## src/rtl/url_percent_codec_top_assert.svh

```systemverilog
// assertion macros for the url percent codec
`ifndef URL_PERCENT_CODEC_TOP_ASSERT_SVH
`define URL_PERCENT_CODEC_TOP_ASSERT_SVH

// same-cycle implication, checked outside reset
`define UPC_ASSERT_NOW(label, ante, cons, msg) \
    label: assert property (@(posedge clk) disable iff (!rst_n) (ante) |-> (cons)) \
        else $error(msg);

// next-cycle implication, checked outside reset
`define UPC_ASSERT_NEXT(label, ante, cons, msg) \
    label: assert property (@(posedge clk) disable iff (!rst_n) (ante) |=> (cons)) \
        else $error(msg);

`endif

```

## src/rtl/upc_pkg.sv

```systemverilog
package upc_pkg;

    // character codes
    localparam logic [7:0] CH_PERCENT = 8'h25;
    localparam logic [7:0] CH_PLUS    = 8'h2B;
    localparam logic [7:0] CH_SPACE   = 8'h20;
    localparam logic [7:0] CH_STAR    = 8'h2A;
    localparam logic [7:0] CH_DASH    = 8'h2D;
    localparam logic [7:0] CH_DOT     = 8'h2E;
    localparam logic [7:0] CH_UNDER   = 8'h5F;

    // queue between front and back
    localparam int QUEUE_DEPTH = 2;
    localparam int QUEUE_AW    = $clog2(QUEUE_DEPTH);
    localparam int QUEUE_CW    = $clog2(QUEUE_DEPTH + 1);

    // register map
    localparam logic REG_DECODE_MODE = 1'b0;

    // decode escape phase
    typedef enum logic [2:0] {
        PH_IDLE  = 3'b001,
        PH_PCT   = 3'b010,
        PH_DIGIT = 3'b100
    } phase_t;

    // results caused by one input byte
    typedef struct packed {
        logic [1:0]      count;
        logic [2:0][7:0] bytes;
    } run_t;

    // queue status seen by front, back and top
    typedef struct packed {
        logic                empty;
        logic                full;
        logic [QUEUE_CW-1:0] count;
    } queue_status_t;

    // hex digit of either case: {valid, value}
    function automatic logic [4:0] hex_value(input logic [7:0] c);
        logic [4:0] r;
        r = 5'b0;
        if (c >= 8'h30 && c <= 8'h39) begin
            r = {1'b1, c[3:0]};
        end else if ((c >= 8'h41 && c <= 8'h46) || (c >= 8'h61 && c <= 8'h66)) begin
            r = {1'b1, c[3:0] + 4'd9};
        end
        return r;
    endfunction

    // bytes that encoding passes through
    function automatic logic keep_plain(input logic [7:0] c);
        logic k;
        k = (c == CH_STAR) || (c == CH_DASH) || (c == CH_DOT) || (c == CH_UNDER)
            || (c >= 8'h30 && c <= 8'h39)
            || (c >= 8'h41 && c <= 8'h5A)
            || (c >= 8'h61 && c <= 8'h7A);
        return k;
    endfunction

    // upper-case hex character of a nibble
    function automatic logic [7:0] hex_upper(input logic [3:0] v);
        logic [7:0] r;
        if (v < 4'd10) begin
            r = 8'h30 + {4'b0, v};
        end else begin
            r = 8'h37 + {4'b0, v};
        end
        return r;
    endfunction

endpackage

```

## src/rtl/url_percent_codec_top.sv

```systemverilog
// channel  | handshake             | payload
// ---------+-----------------------+-------------------------
// input    | in_valid / in_stall   | in_byte, end_of_text
// output   | out_valid / out_stall | out_byte, last_of_run
// config   | psel/penable/pwrite   | paddr, pwdata, prdata
//
// the output side gives one byte per cycle from its serializer while
// out_stall is low; an input byte is taken every cycle while the run queue
// is not full, and a run of three results is sent as three bytes, so once
// the two-entry run queue is full the input is stalled until a run pops.
// the first result of a byte goes through the run queue to the output register.
// rst_n clears the mode to encode, the escape state, queue and output.
module url_percent_codec_top
    import upc_pkg::*;
(
    input  logic        clk,
    input  logic        rst_n,
    input  logic        psel,
    input  logic        penable,
    input  logic        pwrite,
    input  logic [2:0]  paddr,
    input  logic [31:0] pwdata,
    output logic [31:0] prdata,
    output logic        pready,
    input  logic        in_valid,
    output logic        in_stall,
    input  logic [7:0]  in_byte,
    input  logic        end_of_text,
    output logic        out_valid,
    input  logic        out_stall,
    output logic [7:0]  out_byte,
    output logic        last_of_run
);

    logic          mode_reg;
    logic          cfg_write;
    logic          push;
    logic          pop;
    run_t          push_run;
    run_t          head_run;
    queue_status_t q_status;

    // configuration register
    assign pready    = 1'b1;
    assign cfg_write = psel && penable && pwrite && (paddr[2] == REG_DECODE_MODE);
    assign prdata    = (paddr[2] == REG_DECODE_MODE) ? {31'b0, mode_reg} : 32'b0;

    always_ff @(posedge clk or negedge rst_n)
    begin
        if (!rst_n) begin
            mode_reg <= 1'b0;
        end else if (cfg_write) begin
            mode_reg <= pwdata[0];
        end
    end

    // classifier
    upc_front u_front (
        .clk         (clk),
        .rst_n       (rst_n),
        .decode_mode (mode_reg),
        .cfg_clear   (cfg_write),
        .in_valid    (in_valid),
        .in_byte     (in_byte),
        .end_of_text (end_of_text),
        .q_status    (q_status),
        .in_stall    (in_stall),
        .push        (push),
        .push_run    (push_run)
    );

    // run queue
    upc_queue u_queue (
        .clk      (clk),
        .rst_n    (rst_n),
        .push     (push),
        .push_run (push_run),
        .pop      (pop),
        .head_run (head_run),
        .status   (q_status)
    );

    // serializer
    upc_back u_back (
        .clk         (clk),
        .rst_n       (rst_n),
        .head_run    (head_run),
        .q_status    (q_status),
        .pop         (pop),
        .out_stall   (out_stall),
        .out_valid   (out_valid),
        .out_byte    (out_byte),
        .last_of_run (last_of_run)
    );

    // checks
    `include "url_percent_codec_top_assert.svh"

    `UPC_ASSERT_NOW(a_queue_bound, 1'b1, q_status.count <= QUEUE_CW'(QUEUE_DEPTH), "queue overflow")
    `UPC_ASSERT_NEXT(a_encode_queued, in_valid && !in_stall && !mode_reg, !q_status.empty, "encoded run lost")
    `UPC_ASSERT_NEXT(a_out_hold, out_valid && out_stall, out_valid && $stable(out_byte), "stalled output changed")

endmodule

```

## src/rtl/upc_front.sv

```systemverilog
module upc_front
    import upc_pkg::*;
(
    input  logic          clk,
    input  logic          rst_n,
    input  logic          decode_mode,
    input  logic          cfg_clear,
    input  logic          in_valid,
    input  logic [7:0]    in_byte,
    input  logic          end_of_text,
    input  queue_status_t q_status,
    output logic          in_stall,
    output logic          push,
    output run_t          push_run
);

    phase_t     phase_reg, phase_next;
    logic [7:0] held_reg, held_next;

    logic [3:0][7:0] cand;
    logic [2:0]      ccnt;
    logic            do_idle;
    logic [4:0]      cv;
    logic [4:0]      hv;
    logic            in_accept;

    assign in_stall  = q_status.full;
    assign in_accept = in_valid && !q_status.full;

    // classify the byte and build its run of results
    always_comb
    begin
        cand       = '0;
        ccnt       = 3'd0;
        do_idle    = 1'b0;
        phase_next = phase_reg;
        held_next  = held_reg;
        cv         = hex_value(in_byte);
        hv         = hex_value(held_reg);
        if (!decode_mode) begin
            if (keep_plain(in_byte)) begin
                cand[0] = in_byte;
                ccnt    = 3'd1;
            end else begin
                cand[0] = CH_PERCENT;
                cand[1] = hex_upper(in_byte[7:4]);
                cand[2] = hex_upper(in_byte[3:0]);
                ccnt    = 3'd3;
            end
        end else begin
            case (phase_reg)
                PH_PCT:
                begin
                    if (cv[4]) begin
                        held_next  = in_byte;
                        phase_next = PH_DIGIT;
                    end else begin
                        cand[0]    = CH_PERCENT;
                        ccnt       = 3'd1;
                        phase_next = PH_IDLE;
                        do_idle    = 1'b1;
                    end
                end
                PH_DIGIT:
                begin
                    if (cv[4] && hv[4]) begin
                        cand[0]    = {hv[3:0], cv[3:0]};
                        ccnt       = 3'd1;
                        phase_next = PH_IDLE;
                        held_next  = 8'h00;
                    end else begin
                        cand[0]    = CH_PERCENT;
                        cand[1]    = held_reg;
                        ccnt       = 3'd2;
                        phase_next = PH_IDLE;
                        held_next  = 8'h00;
                        do_idle    = 1'b1;
                    end
                end
                default:
                begin
                    phase_next = PH_IDLE;
                    do_idle    = 1'b1;
                end
            endcase
            // byte handled with no escape pending
            if (do_idle) begin
                if (in_byte == CH_PERCENT) begin
                    phase_next = PH_PCT;
                end else begin
                    cand[ccnt[1:0]] = (in_byte == CH_PLUS) ? CH_SPACE : in_byte;
                    ccnt            = ccnt + 3'd1;
                end
            end
            // flush a pending escape at end of text
            if (end_of_text) begin
                if (phase_next == PH_PCT) begin
                    cand[ccnt[1:0]] = CH_PERCENT;
                    ccnt            = ccnt + 3'd1;
                end else if (phase_next == PH_DIGIT) begin
                    cand[ccnt[1:0]] = CH_PERCENT;
                    ccnt            = ccnt + 3'd1;
                    cand[ccnt[1:0]] = held_next;
                    ccnt            = ccnt + 3'd1;
                end
                phase_next = PH_IDLE;
                held_next  = 8'h00;
            end
        end
    end

    // at most three results per byte
    always_comb
    begin
        push_run.bytes = cand[2:0];
        push_run.count = (ccnt > 3'd3) ? 2'd3 : ccnt[1:0];
        push           = in_accept && (ccnt != 3'd0);
    end

    // escape state
    always_ff @(posedge clk or negedge rst_n)
    begin
        if (!rst_n) begin
            phase_reg <= PH_IDLE;
            held_reg  <= 8'h00;
        end else if (cfg_clear) begin
            phase_reg <= PH_IDLE;
            held_reg  <= 8'h00;
        end else if (in_accept) begin
            phase_reg <= phase_next;
            held_reg  <= held_next;
        end
    end

endmodule

```

## src/rtl/upc_queue.sv

```systemverilog
module upc_queue
    import upc_pkg::*;
(
    input  logic          clk,
    input  logic          rst_n,
    input  logic          push,
    input  run_t          push_run,
    input  logic          pop,
    output run_t          head_run,
    output queue_status_t status
);

    run_t                entry_reg [QUEUE_DEPTH];
    logic [QUEUE_AW-1:0] wr_ptr_reg, rd_ptr_reg;
    logic [QUEUE_CW-1:0] count_reg, count_next;
    logic                do_push, do_pop;

    assign status.empty = (count_reg == '0);
    assign status.full  = (count_reg == QUEUE_CW'(QUEUE_DEPTH));
    assign status.count = count_reg;
    assign head_run     = entry_reg[rd_ptr_reg];

    assign do_push = push && !status.full;
    assign do_pop  = pop && !status.empty;

    // occupancy
    always_comb
    begin
        count_next = count_reg;
        if (do_push && !do_pop) begin
            count_next = count_reg + 1'b1;
        end else if (do_pop && !do_push) begin
            count_next = count_reg - 1'b1;
        end
    end

    // pointers and count
    always_ff @(posedge clk or negedge rst_n)
    begin
        if (!rst_n) begin
            wr_ptr_reg <= '0;
            rd_ptr_reg <= '0;
            count_reg  <= '0;
        end else begin
            if (do_push) begin
                wr_ptr_reg <= wr_ptr_reg + 1'b1;
            end
            if (do_pop) begin
                rd_ptr_reg <= rd_ptr_reg + 1'b1;
            end
            count_reg <= count_next;
        end
    end

    // entry storage
    always_ff @(posedge clk)
    begin
        if (do_push) begin
            entry_reg[wr_ptr_reg] <= push_run;
        end
    end

endmodule

```

## src/rtl/upc_back.sv

```systemverilog
module upc_back
    import upc_pkg::*;
(
    input  logic          clk,
    input  logic          rst_n,
    input  run_t          head_run,
    input  queue_status_t q_status,
    output logic          pop,
    input  logic          out_stall,
    output logic          out_valid,
    output logic [7:0]    out_byte,
    output logic          last_of_run
);

    logic [1:0] idx_reg;
    logic       valid_reg;
    logic [7:0] byte_reg;
    logic       last_reg;
    logic       load;
    logic       at_end;

    assign out_valid   = valid_reg;
    assign out_byte    = byte_reg;
    assign last_of_run = last_reg;

    // step through the head run one byte per transaction
    assign load   = !q_status.empty && (!valid_reg || !out_stall);
    assign at_end = (idx_reg == head_run.count - 2'd1);
    assign pop    = load && at_end;

    // index within the head run
    always_ff @(posedge clk or negedge rst_n)
    begin
        if (!rst_n) begin
            idx_reg   <= 2'd0;
            valid_reg <= 1'b0;
        end else begin
            if (load) begin
                idx_reg   <= at_end ? 2'd0 : idx_reg + 2'd1;
                valid_reg <= 1'b1;
            end else if (!out_stall) begin
                valid_reg <= 1'b0;
            end
        end
    end

    // output payload
    always_ff @(posedge clk)
    begin
        if (load) begin
            byte_reg <= head_run.bytes[idx_reg];
            last_reg <= at_end;
        end
    end

endmodule

```

## config.mk

```make
export PLATFORM = sky130hd
export DESIGN_NAME = url_percent_codec_top
export DESIGN_NICKNAME = d
export VERILOG_FILES = /design/src/rtl/upc_pkg.sv /design/src/rtl/url_percent_codec_top.sv /design/src/rtl/upc_front.sv /design/src/rtl/upc_queue.sv /design/src/rtl/upc_back.sv
export VERILOG_INCLUDE_DIRS = /design/src /design/src/rtl
export SDC_FILE = /design/constraint.sdc
export NUM_CORES = 1
export LEC_CHECK = 0
export ABC_AREA = 1
export BUFFER_PORTS_ARGS = -buffer_cell sky130_fd_sc_hd__buf_2
export CORE_MARGIN = 2
export CORE_UTILIZATION = 40
export CTS_BUF_LIST = sky130_fd_sc_hd__clkbuf_16
export CTS_CLUSTER_SIZE = 8
export DETAILED_ROUTE_END_ITERATION = 10
export GPL_ROUTABILITY_DRIVEN = 1
export SKIP_LAST_GASP = 1
export SYNTH_ARGS = -nofsm -noshare
export SYNTH_HDL_FRONTEND = slang
export SYNTH_SLANG_ARGS = --single-unit
```

## constraint.sdc

```tcl
create_clock -name clk -period 5.05 [get_ports clk]
set_input_delay 1.515 -clock clk [delete_from_list [all_inputs] [get_ports clk]]
set_output_delay 1.515 -clock clk [all_outputs]
set_load 0.1 [all_outputs]
```

# Word level (Yosys, flattened, before mapping)
# Memory sizes are Yosys's and may differ from the RTL's.
# Cells that the tools add are included.
[word_totals]
word_cells = 185
mem_bits_rw = 52
in_bits = 51
output_inout_bits = 44
memories = 1
register_bits = 28
[mem_list]
columns = ["memory", "words", "word_bits", "rd", "rd_ports_with_merged_regs", "write_ports", "line", "text"]
rows = [
  ["u_queue.entry_reg", 2, 26, 1, 0, 1, "upc_queue.sv:13", "run_t entry_reg [QUEUE_DEPTH];"],
]
[op_classes]
add_sub_neg = 15
n_eq_ne = 13
n_mux = 74
n_bitwise = 4
n_reduce_logical = 44
n_lt_le_gt_ge = 24
[ops]
columns = ["operator", "n"]
rows = [
  ["$mux W8", 19],
  ["$mux W24", 4],
  ["$mux W32", 3],
  ["$bwmux W32", 2],
  ["$mux W3", 17],
  ["$demux W8 S2", 3],
  ["$le A8 B7 Y1 const B", 6],
  ["$eq A8 B6 Y1 const B", 5],
  ["$ge A8 B7 Y1 const B", 4],
  ["$pmux W8 S2", 2],
  ["$add A6 B4 Y7 const A", 4],
  ["$logic_and A1 B1 Y1", 23],
  ["$and A20 B20 Y20", 1],
  ["$mux W5", 4],
  ["$not A20 Y20", 1],
  ["$bmux W8 S2", 1],
  ["$ge A8 B6 Y1 const B", 2],
  ["$le A8 B6 Y1 const B", 2],
  ["$mux W16", 1],
  ["$lt A2 B3 Y1 const B", 4],
  ["$mux W2", 6],
  ["$or A12 B12 Y12", 1],
  ["$add A3 B1 Y3 const B", 3],
  ["$logic_or A1 B1 Y1", 9],
  ["23 further kinds", 47],
]

# Longest topological paths before layout
# Gate-level depths: netlist (run 1).
[logic_depth]
depth_word = 26
depth_mapped = 33
ltp_nobuf = 32

# By module
# A second synthesis (run 1) with hierarchy kept.
[hier_totals]
hier_cells = 724
hier_area_um2 = 5788.1
[by_module_without_submodules]
columns = ["mod", "area_per_inst_um2", "seq_area_each_um2", "n_inst", "cells_each"]
rows = [
  ["upc_front", 2655.0, 276.5, 1, 436],
  ["upc_queue", 2138.3, 1661.6, 1, 167],
  ["upc_back", 676.9, 345.3, 1, 75],
  ["url_percent_codec_top", 317.8, 25.0, 1, 46],
]

# Worst setup path after synthesis (run 1)
# Ideal clock, no wire load.
[synth_timing]
kind = "input -> register"
startpoint = "input port in_byte[5]"
endpoint = "memory u_queue.entry_reg[1][0] (netlist bit) (enable)"
setup_ns = 0.409
t_required_ns = 4.641
arrival_time_ns = 5.293
path_slack_ns = -0.652
n_path_buf = 1
stages = 28
cell_sequence = "buf_2 -> inv_1 -> ha_1 -> inv_1 -> a21oi_1 -> nand2_1 -> nand2_1 -> nand2_2 -> nand3_4 -> nand2_2 -> inv_1 -> nand2_2 -> nand2_2 -> inv_2 -> ha_1 -> nand2_1 -> o21ai_1 -> nand2_1 -> inv_1 -> ha_1 -> xnor2_1 -> nand2_1 -> nand4_1 -> a21oi_2 -> nor2_2 -> nand2_1 -> nand2_2 -> nor2_1"
[synth_between]
elab_chain_cells = 24
word_cells_on_any_way = 59
classes_between = "3 x add/sub; 8 x order compare; 7 x eq/ne; 25 x mux; 16 x reduce/logical"
[synth_rtl]
columns = ["item", "line", "text"]
rows = [
  ["from (decl)", "url_percent_codec_top.sv:27", "input logic [7:0] in_byte,"],
  ["$ge A8 B7 Y1, or another cell as far along", "upc_pkg.sv:46, upc_pkg.sv:57", ""],
  ["$logic_and A1 B1 Y1", "upc_pkg.sv:46", "end else if ((c >= 8'h41 && c <= 8'h46) || (c >= 8'h61 && c <= 8'h66)) begin"],
  ["$logic_or A1 B1 Y1", "upc_pkg.sv:46", ""],
  ["$mux W5", "upc_pkg.sv:46", ""],
  ["$mux W5", "upc_pkg.sv:44", "if (c >= 8'h30 && c <= 8'h39) begin"],
  ["$logic_and A1 B1 Y1", "upc_front.sv:66", "if (cv[4] && hv[4]) begin"],
  ["$mux W2", "upc_front.sv:66", ""],
  ["$pmux W3 S2", "upc_front.sv:51", "case (phase_reg)"],
  ["(+8 left out)", "--", ""],
  ["$mux W3", "upc_front.sv:97", "if (phase_next == PH_PCT) begin"],
  ["$mux W3", "upc_front.sv:96", "if (end_of_text) begin"],
  ["$mux W3 *", "upc_front.sv:40", "if (!decode_mode) begin"],
  ["$reduce_bool A3 Y1 *", "upc_front.sv:117", "push = in_accept && (ccnt != 3'd0);"],
  ["$logic_and A1 B1 Y1 *", "upc_front.sv:117", ""],
  ["$logic_and A1 B1 Y1 *", "upc_queue.sv:23", "assign do_push = push && !status.full;"],
  ["$mux W1 *", "upc_queue.sv:58", "if (do_push) begin"],
  ["$mux W1 (not written as such) *", "upc_queue.sv:59", "entry_reg[wr_ptr_reg] <= push_run;"],
  ["to (decl)", "upc_queue.sv:13", ""],
]
# Every way passes the cells marked *; elsewhere a longest branch is shown, timed or not. The select of a mux whose other input is x is not followed.

# Worst setup path after layout (run 1)
[layout_timing]
startpoint = "input port in_byte[0]"
endpoint = "register u_queue.count_reg[1]"
[layout_between]
elab_chain_cells = 25
word_cells_on_any_way = 62
classes_between = "3 x add/sub; 8 x order compare; 7 x eq/ne; 24 x mux; 20 x reduce/logical"
[layout_rtl]
columns = ["item", "line", "text"]
rows = [
  ["$ge A8 B7 Y1, or another cell as far along", "upc_pkg.sv:46, upc_pkg.sv:57", ""],
  ["$logic_and A1 B1 Y1", "upc_pkg.sv:46", ""],
  ["$logic_or A1 B1 Y1", "upc_pkg.sv:46", ""],
  ["$mux W5", "upc_pkg.sv:46", ""],
  ["$mux W5", "upc_pkg.sv:44", ""],
  ["$logic_and A1 B1 Y1", "upc_front.sv:66", ""],
  ["$mux W2", "upc_front.sv:66", ""],
  ["$pmux W3 S2", "upc_front.sv:51", ""],
  ["(+10 left out)", "--", ""],
  ["$mux W3 *", "upc_front.sv:40", ""],
  ["$reduce_bool A3 Y1 *", "upc_front.sv:117", ""],
  ["$logic_and A1 B1 Y1 *", "upc_front.sv:117", ""],
  ["$logic_and A1 B1 Y1 *", "upc_queue.sv:23", ""],
  ["via u_queue.do_push", "upc_queue.sv:16", "logic do_push, do_pop;"],
  ["$logic_not A1 Y1", "upc_queue.sv:32", "end else if (do_pop && !do_push) begin"],
  ["$logic_and A1 B1 Y1", "upc_queue.sv:32", ""],
  ["$reduce_bool A2 Y1 (no line)", "--", ""],
  ["to (signal assigned)", "upc_queue.sv:51", "count_reg <= count_next;"],
  ["to (decl)", "upc_queue.sv:15", "logic [QUEUE_CW-1:0] count_reg, count_next;"],
]
# Mark *: on every way through the listed nets, which the timed path passes. The rest lies on a longest branch. The select of a mux whose other input is x is not followed.
# A chain may end at the register's enable or synchronous reset.

==> impl_metrics.yaml, run 1 <==
global_route:
  overflow: 0
  grt_antenna_before_repair: 0
  grt_max_degree: 28
  grt_usage_pct: 20.4
  grt_pass1_vias: 4305
  grt_first_pass_wirelength_microns: 22500
layout:
  final_cell_mix: "97 x nand2_1, 69 x inv_1, 66 x nor2_1, 61 x edfxtp_1, 50 x o21ai_0"
  final_common_cell: "nand2_1"
  antenna-diode-count: 0
  drive_gt1_share_pct: 19.9
  area_delta_synth_final_pct: 16.8
  nets: 765
  largest_reg_flops: 52
floorplanning:
  dieHeight_microns: 119
  ios: 95
  start_util_pct: 41.3
  num_rows: 41
  die_w_microns: 119
  die_area_sq_um: 14100
  fp.coreArea_sq_um: 12700
clocking:
  h-tree-depth: 3
  tritoncts: "done"
  cts_hold_buf: 0
  cts_resized: 0
  clock-sinks: 80
  cts-root-buf: "clkbuf_16"
  insertion_delay_ns: 0.33
  cts_buffers: 9
  cts_setup_buffers: 0
  clk_pin_slew_ns: 0.06
  clk_path_buf_depth: 2
worst_setup_path:
  worst_setup_path_end_kind: "flop"
  critPathSlowestCell: "ha_1"
  cp-startpoint: "in_byte[0]"
  worstPathMaxFanout: 4
  cp_top_family: "simple AND/OR/NAND/NOR gates"
  start_kind: "input port"
  crit_arrival_ns: 4.99
  reg2reg_from: "u_front.held_reg[0]"
  cp_common_cell: "nand2_2"
  path_class: "in -> reg"
  cp_data_required_time_ns: 5.26
  worst-path-buf-inv: 7
  worst-path-stages: 33
  max_stage_delay_ns: 0.28
  reg2regPathDepth: 28
synthesis:
  synth_cell_types: 48
  synthCells: 623
  ys_ff_latch: 80
  syn_area_per_cell_sq_um: 8.43
  synth_warnings: 0
  synth_top_area_share_pct: 34.9
  async_reset_ff_share_pct: 23.8
  synth_area_sq_um: 5250
  synth_flop_cell: "edfxtp_1"
  synth-edff-count: 61
  yosys.area.top_type: "edfxtp_1"
  synth_area_leaders: "edfxtp_1 35%, dfrtp_1 8.6%, nand2_1 7.1%"
  yosysSeqAreaShare_pct: 44.0
timing:
  worst_pin_slew_ns: 0.882
  final.setup.tns_ns: 0
  setup_violations: 0
  finalCritPeriodShare_pct: 94.5
  finalCriticalPeriod_ns: 4.77
  whs_ns: 0.477
  slew_violations: 0
  fmax_ghz: 0.210
  finalHoldViolCount: 0
  maxSlewHeadroom_pct: 41.2
  skew_ns: 0.00865
route:
  drt_iter0_drc: 450
  vias: 4534
  route.detailed.drc: 0
  dr.pass1.iters: 5
  wl_per_cell_microns: 16.2
  drtAntennaViolNets: 0
  routed_wl_microns: 14100
  routed_via_density: 5.22
pwr:
  powerDensity_nw_per_um2: 462
  p_leak_nw: 2.64
  vdd.ir_drop.worst_v: 0.000173
worst_hold_path:
  hold_class: "reg -> reg"
  min_path_cells: 2
  min-delay-start: "u_queue.wr_ptr_reg"
flow_run:
  cap_violations: 0
placement:
  numPortBuffers: 29
  place_congestion: 0.920
  place_hpwl_microns: 10700
status:
  status: "finished clean"
[cell usage after synthesis, types with 10 or more instances]
cell       n
clkbuf_1  12
inv_1     73
nand2_2   10
a21oi_1   21
nor2_1    68
o22ai_1   38
nand3_1   18
dfrtp_1   18
nand2_1   99
edfxtp_1  61
o21ai_1   11
o21ai_0   51
buf_4     33
ha_1      22
[per-stage QoR]
| stage | power [W] | instance area [sq um] | std cells | util, % | setup slack [ns] |
|---|---|---|---|---|---|
| 2_1_floorplan | 0.00196 | 5370 | 653 | - | 0.0576 |
| 3_3_place_gp | 0.00219 | 5810 | 853 | 45.7 | -0.118 |
| 3_5_place_dp | 0.00222 | 5810 | 853 | 45.7 | -0.212 |
| 4_1_cts | 0.00286 | 6100 | 869 | 48.0 | 0.152 |
| 5_1_grt | 0.00299 | 6130 | 869 | 48.2 | -0.0298 |
| 6_report | 0.00283 | 6130 | 869 | 48.2 | 0.278 |
[path summary, 6_finish.rpt]
check                                        to  slack (ns)
max in group asynchronous  u_front.phase_reg[0]        3.58
max                        u_queue.count_reg[1]        0.28
min reg2reg                  u_queue.wr_ptr_reg        0.48
min                          u_queue.wr_ptr_reg        0.48
max reg2reg                u_queue.count_reg[1]        1.04
min in group asynchronous      u_back.out_valid        1.12
[power by group]
part	total (W)	internal, W	switching [W]
Combinational	0.00115	0.000267	0.000885
Clock	0.000632	0.000381	0.000250
Sequential	0.00105	0.000940	0.000109
Total	0.00283	0.00159	0.00124
[worst reg2reg max path, delay by kind of cell, from the launching register on]
family / cells / cell delay, ns
compound gates: 6 / 0.68
simple gates: 11 / 1.06
buf+inv: 5 / 0.46
flops: 1 / 0.43
fa+ha+maj: 4 / 0.98
xor+xnor: 2 / 0.29
[cell families (layout without fill, tap and decap cells)]
logic type / Yosys count / in the layout / share of synthesized area, %
multiplexers: 1 / 1 / 0.191
XOR/XNOR: 11 / 11 / 1.84
buffers and inverters: 135 / 179 / 12.3
adder cells (fa/ha/maj): 22 / 22 / 5.24
AND/OR/NAND/NOR: 225 / 225 / 19.7
flip-flops: 80 / 80 / 44.0
AO/OA/AOI/OAI: 147 / 147 / 16.6
other: 2 / 32 / 0.143
[routing by layer]
metal  share of wire [%]  global-route usage (%)  up-vias
li1                    -                       -     2200
met1                  44                    27.0     2169
met2                  48                    33.3      144
met3                 4.9                    3.38       21
met4                 2.5                    8.04        0
met5                   0                       0        -
[area by class of cell]
class / count / area, sq um
Multi-Input combinational cell: 438 / 2440
Inverter: 84 / 324
Fill cell: 1280 / 6590
Clock buffer: 9 / 225
Clock inverter: 7 / 70.1
Tap cell: 172 / 215
Sequential cell: 80 / 2310
Timing Repair Buffer: 79 / 546
(Power assumes the default switching activity.)
==> run 2, diff against run 1 <==
clock period = 4.64 ns   (was 5.05 ns; I/O delays follow)
==> run 2 against run 1 <==
Compared with the run above: sequential cell count did not move; final cell count rose by 3.8%; core utilization rose by 4.3 points; largest cell class unchanged; highest routed layer unchanged; die area did not move; clock skew fell by 0.00099 ns; critical path depth fell by 1; register-to-register slack got worse by 0.32 ns; combinational power rose by 17%; sequential share of layout area fell by 3.1 points; count of clock-buffer cells in the layout did not move.
==> impl_metrics.yaml, run 2 (synthesis gave the netlist of run 1 again) <==
layout:
  nets: 798
  antenna-diode-count: 0
  area_delta_synth_final_pct: 27.3
  instances_no_fill: 902
  final_cell_mix: "93 x nand2_1, 76 x buf_4, 67 x inv_1, 66 x nor2_1, 61 x edfxtp_1"
  fill_cells: 1226
  postLayoutCellArea_sq_um: 6680
  drive_gt1_share_pct: 26.0
  final_common_cell: "nand2_1"
  largest_reg_flops: 52
worst_setup_path:
  worst-path-stages: 32
  cp_top_family: "simple AND/OR/NAND/NOR gates"
  start_kind: "input port"
  worst-path-buf-inv: 9
  r2r_end: "u_queue.entry_reg[1][15]"
  path_class: "in -> reg"
  worst_setup_path_end_kind: "flop"
  critPathSlowestCell: "a21oi_2"
  crit_arrival_ns: 4.60
  cp_data_required_time_ns: 4.69
  reg2reg_slack_ns: 0.72
  cp_common_cell: "nand2_1"
  worstPathMaxFanout: 7
  max_stage_delay_ns: 0.23
  reg2reg_from: "u_front.held_reg[0]"
  reg2regPathDepth: 27
route:
  vias: 4616
  routed_via_density: 5.12
  drtAntennaViolNets: 0
  routed_wl_microns: 14700
  drt_iter0_drc: 408
  dr.pass1.iters: 8
  wl_per_cell_microns: 16.3
  route.detailed.drc: 0
timing:
  setup_violations: 0
  fmax_ghz: 0.219
  maxSlewHeadroom_pct: 39.8
  slew_violations: 0
  worst_pin_slew_ns: 0.903
  skew_ns: 0.00767
  finalCriticalPeriod_ns: 4.56
  rsz0062_at_grt: "yes"
  final.setup.tns_ns: 0
  finalHoldViolCount: 0
  finalCritPeriodShare_pct: 98.3
  whs_ns: 0.470
clocking:
  clk_pin_slew_ns: 0.06
  insertion_delay_ns: 0.33
  clk_path_buf_depth: 2
  h-tree-depth: 3
  cts_buffers: 9
  tritoncts: "done"
  cts-root-buf: "clkbuf_16"
  clock-sinks: 80
placement:
  place_hpwl_microns: 10900
  numPortBuffers: 29
  place_congestion: 0.914
  placed_cell_area_sq_um: 6090
  place_inst: 874
floorplanning:
  num_rows: 41
  ios: 95
  fp.coreArea_sq_um: 12700
  start_util_pct: 41.3
  die_w_microns: 119
  dieHeight_microns: 119
  die_area_sq_um: 14100
global_route:
  grt_antenna_before_repair: 0
  grt_first_pass_wirelength_microns: 23000
  grt_usage_pct: 20.7
  grt_max_degree: 28
  overflow: 0
  grt_pass1_vias: 4342
pwr:
  vdd.ir_drop.worst_v: 0.000225
  p_leak_nw: 2.89
  powerDensity_nw_per_um2: 492
worst_hold_path:
  min_to: "u_queue.wr_ptr_reg"
  min-delay-start: "u_queue.wr_ptr_reg"
  min_path_cells: 2
  hold_class: "reg -> reg"
flow_run:
  cap_violations: 0
status:
  status: "finished clean"
run 2: cell types whose count changed in the layout (fill, tap and decap cells not counted), sizes merged:
cell / change
clkinv: -2
clkbuf: +3
bufinv: +2
buf: +30
run 2: cell type report:
type	instances	area (sq um)	area share, %
repair buffers	112	880	13.2
multi-input cells	438	2590	38.8
inverters	84	345	5.17
well taps	172	215	3.22
flip-flops and latches	80	2310	34.5
clock inverters	7	119	1.78
clock buffers	9	225	3.37
run 2: per-stage QoR:
| step | util [%] | total power, W | worst slack [ns] |
|---|---|---|---|
| final | 52.5 | 0.00329 | 0.0806 |
| after CTS | 50.9 | 0.00323 | 0.0313 |
| after floorplan | - | 0.00214 | 0.0102 |
| after global routing | 52.5 | 0.00345 | -0.114 |
| after global placement | 47.9 | 0.00239 | -0.360 |
| after detailed placement | 47.9 | 0.00242 | -0.458 |
run 2: worst max-delay path by stage:
stage | start | endpoint | slack [ns]
2_1_floorplan | in_byte[5] | u_queue.entry_reg[1][0] | 0.01
3_3_place_gp | in_byte[5] | u_queue.count_reg[1] | -0.36
3_5_place_dp | in_byte[5] | u_queue.count_reg[1] | -0.46
4_1_cts | in_byte[4] | u_queue.count_reg[1] | 0.03
5_1_grt | in_byte[4] | u_queue.entry_reg[1][25] | -0.11
6_report | in_byte[4] | u_queue.entry_reg[1][15] | 0.08
run 2: tightest hold or removal path: stages, from the launching register on:
cell     delay, ns
dfrtp_1       0.34
nand2_1       0.05
nand2_1       0.05
run 2: repair_timing:
item | CTS | global route
pin swaps | 2 | 24
gates resized for setup | 3 | 25
hold buffers | 0 | 0
cloned | 0 | 3
setup endpoints to repair | 2 | 54
setup buffers | 4 | 5
run 2: power breakdown:
| group | total [W] | switching (W) | internal (W) | leakage [nW] |
|---|---|---|---|---|
| Clock | 0.000799 | 0.000273 | 0.000526 | 0.167 |
| Combinational | 0.00134 | 0.000995 | 0.000350 | 1.90 |
| Sequential | 0.00114 | 0.000120 | 0.00102 | 0.820 |
| Total | 0.00329 | 0.00139 | 0.00190 | 2.89 |
run 2: layer usage:
metal  up-vias  share of wire [%]  routed length [microns]  track usage, %
li1       2263                  -                        -               -
met1      2224                 45                     6550            28.3
met2       113                 50                     7370            33.7
met3        16                3.6                      527            2.94
met4         0                1.7                      255            7.07
met5         -                  0                        0               0
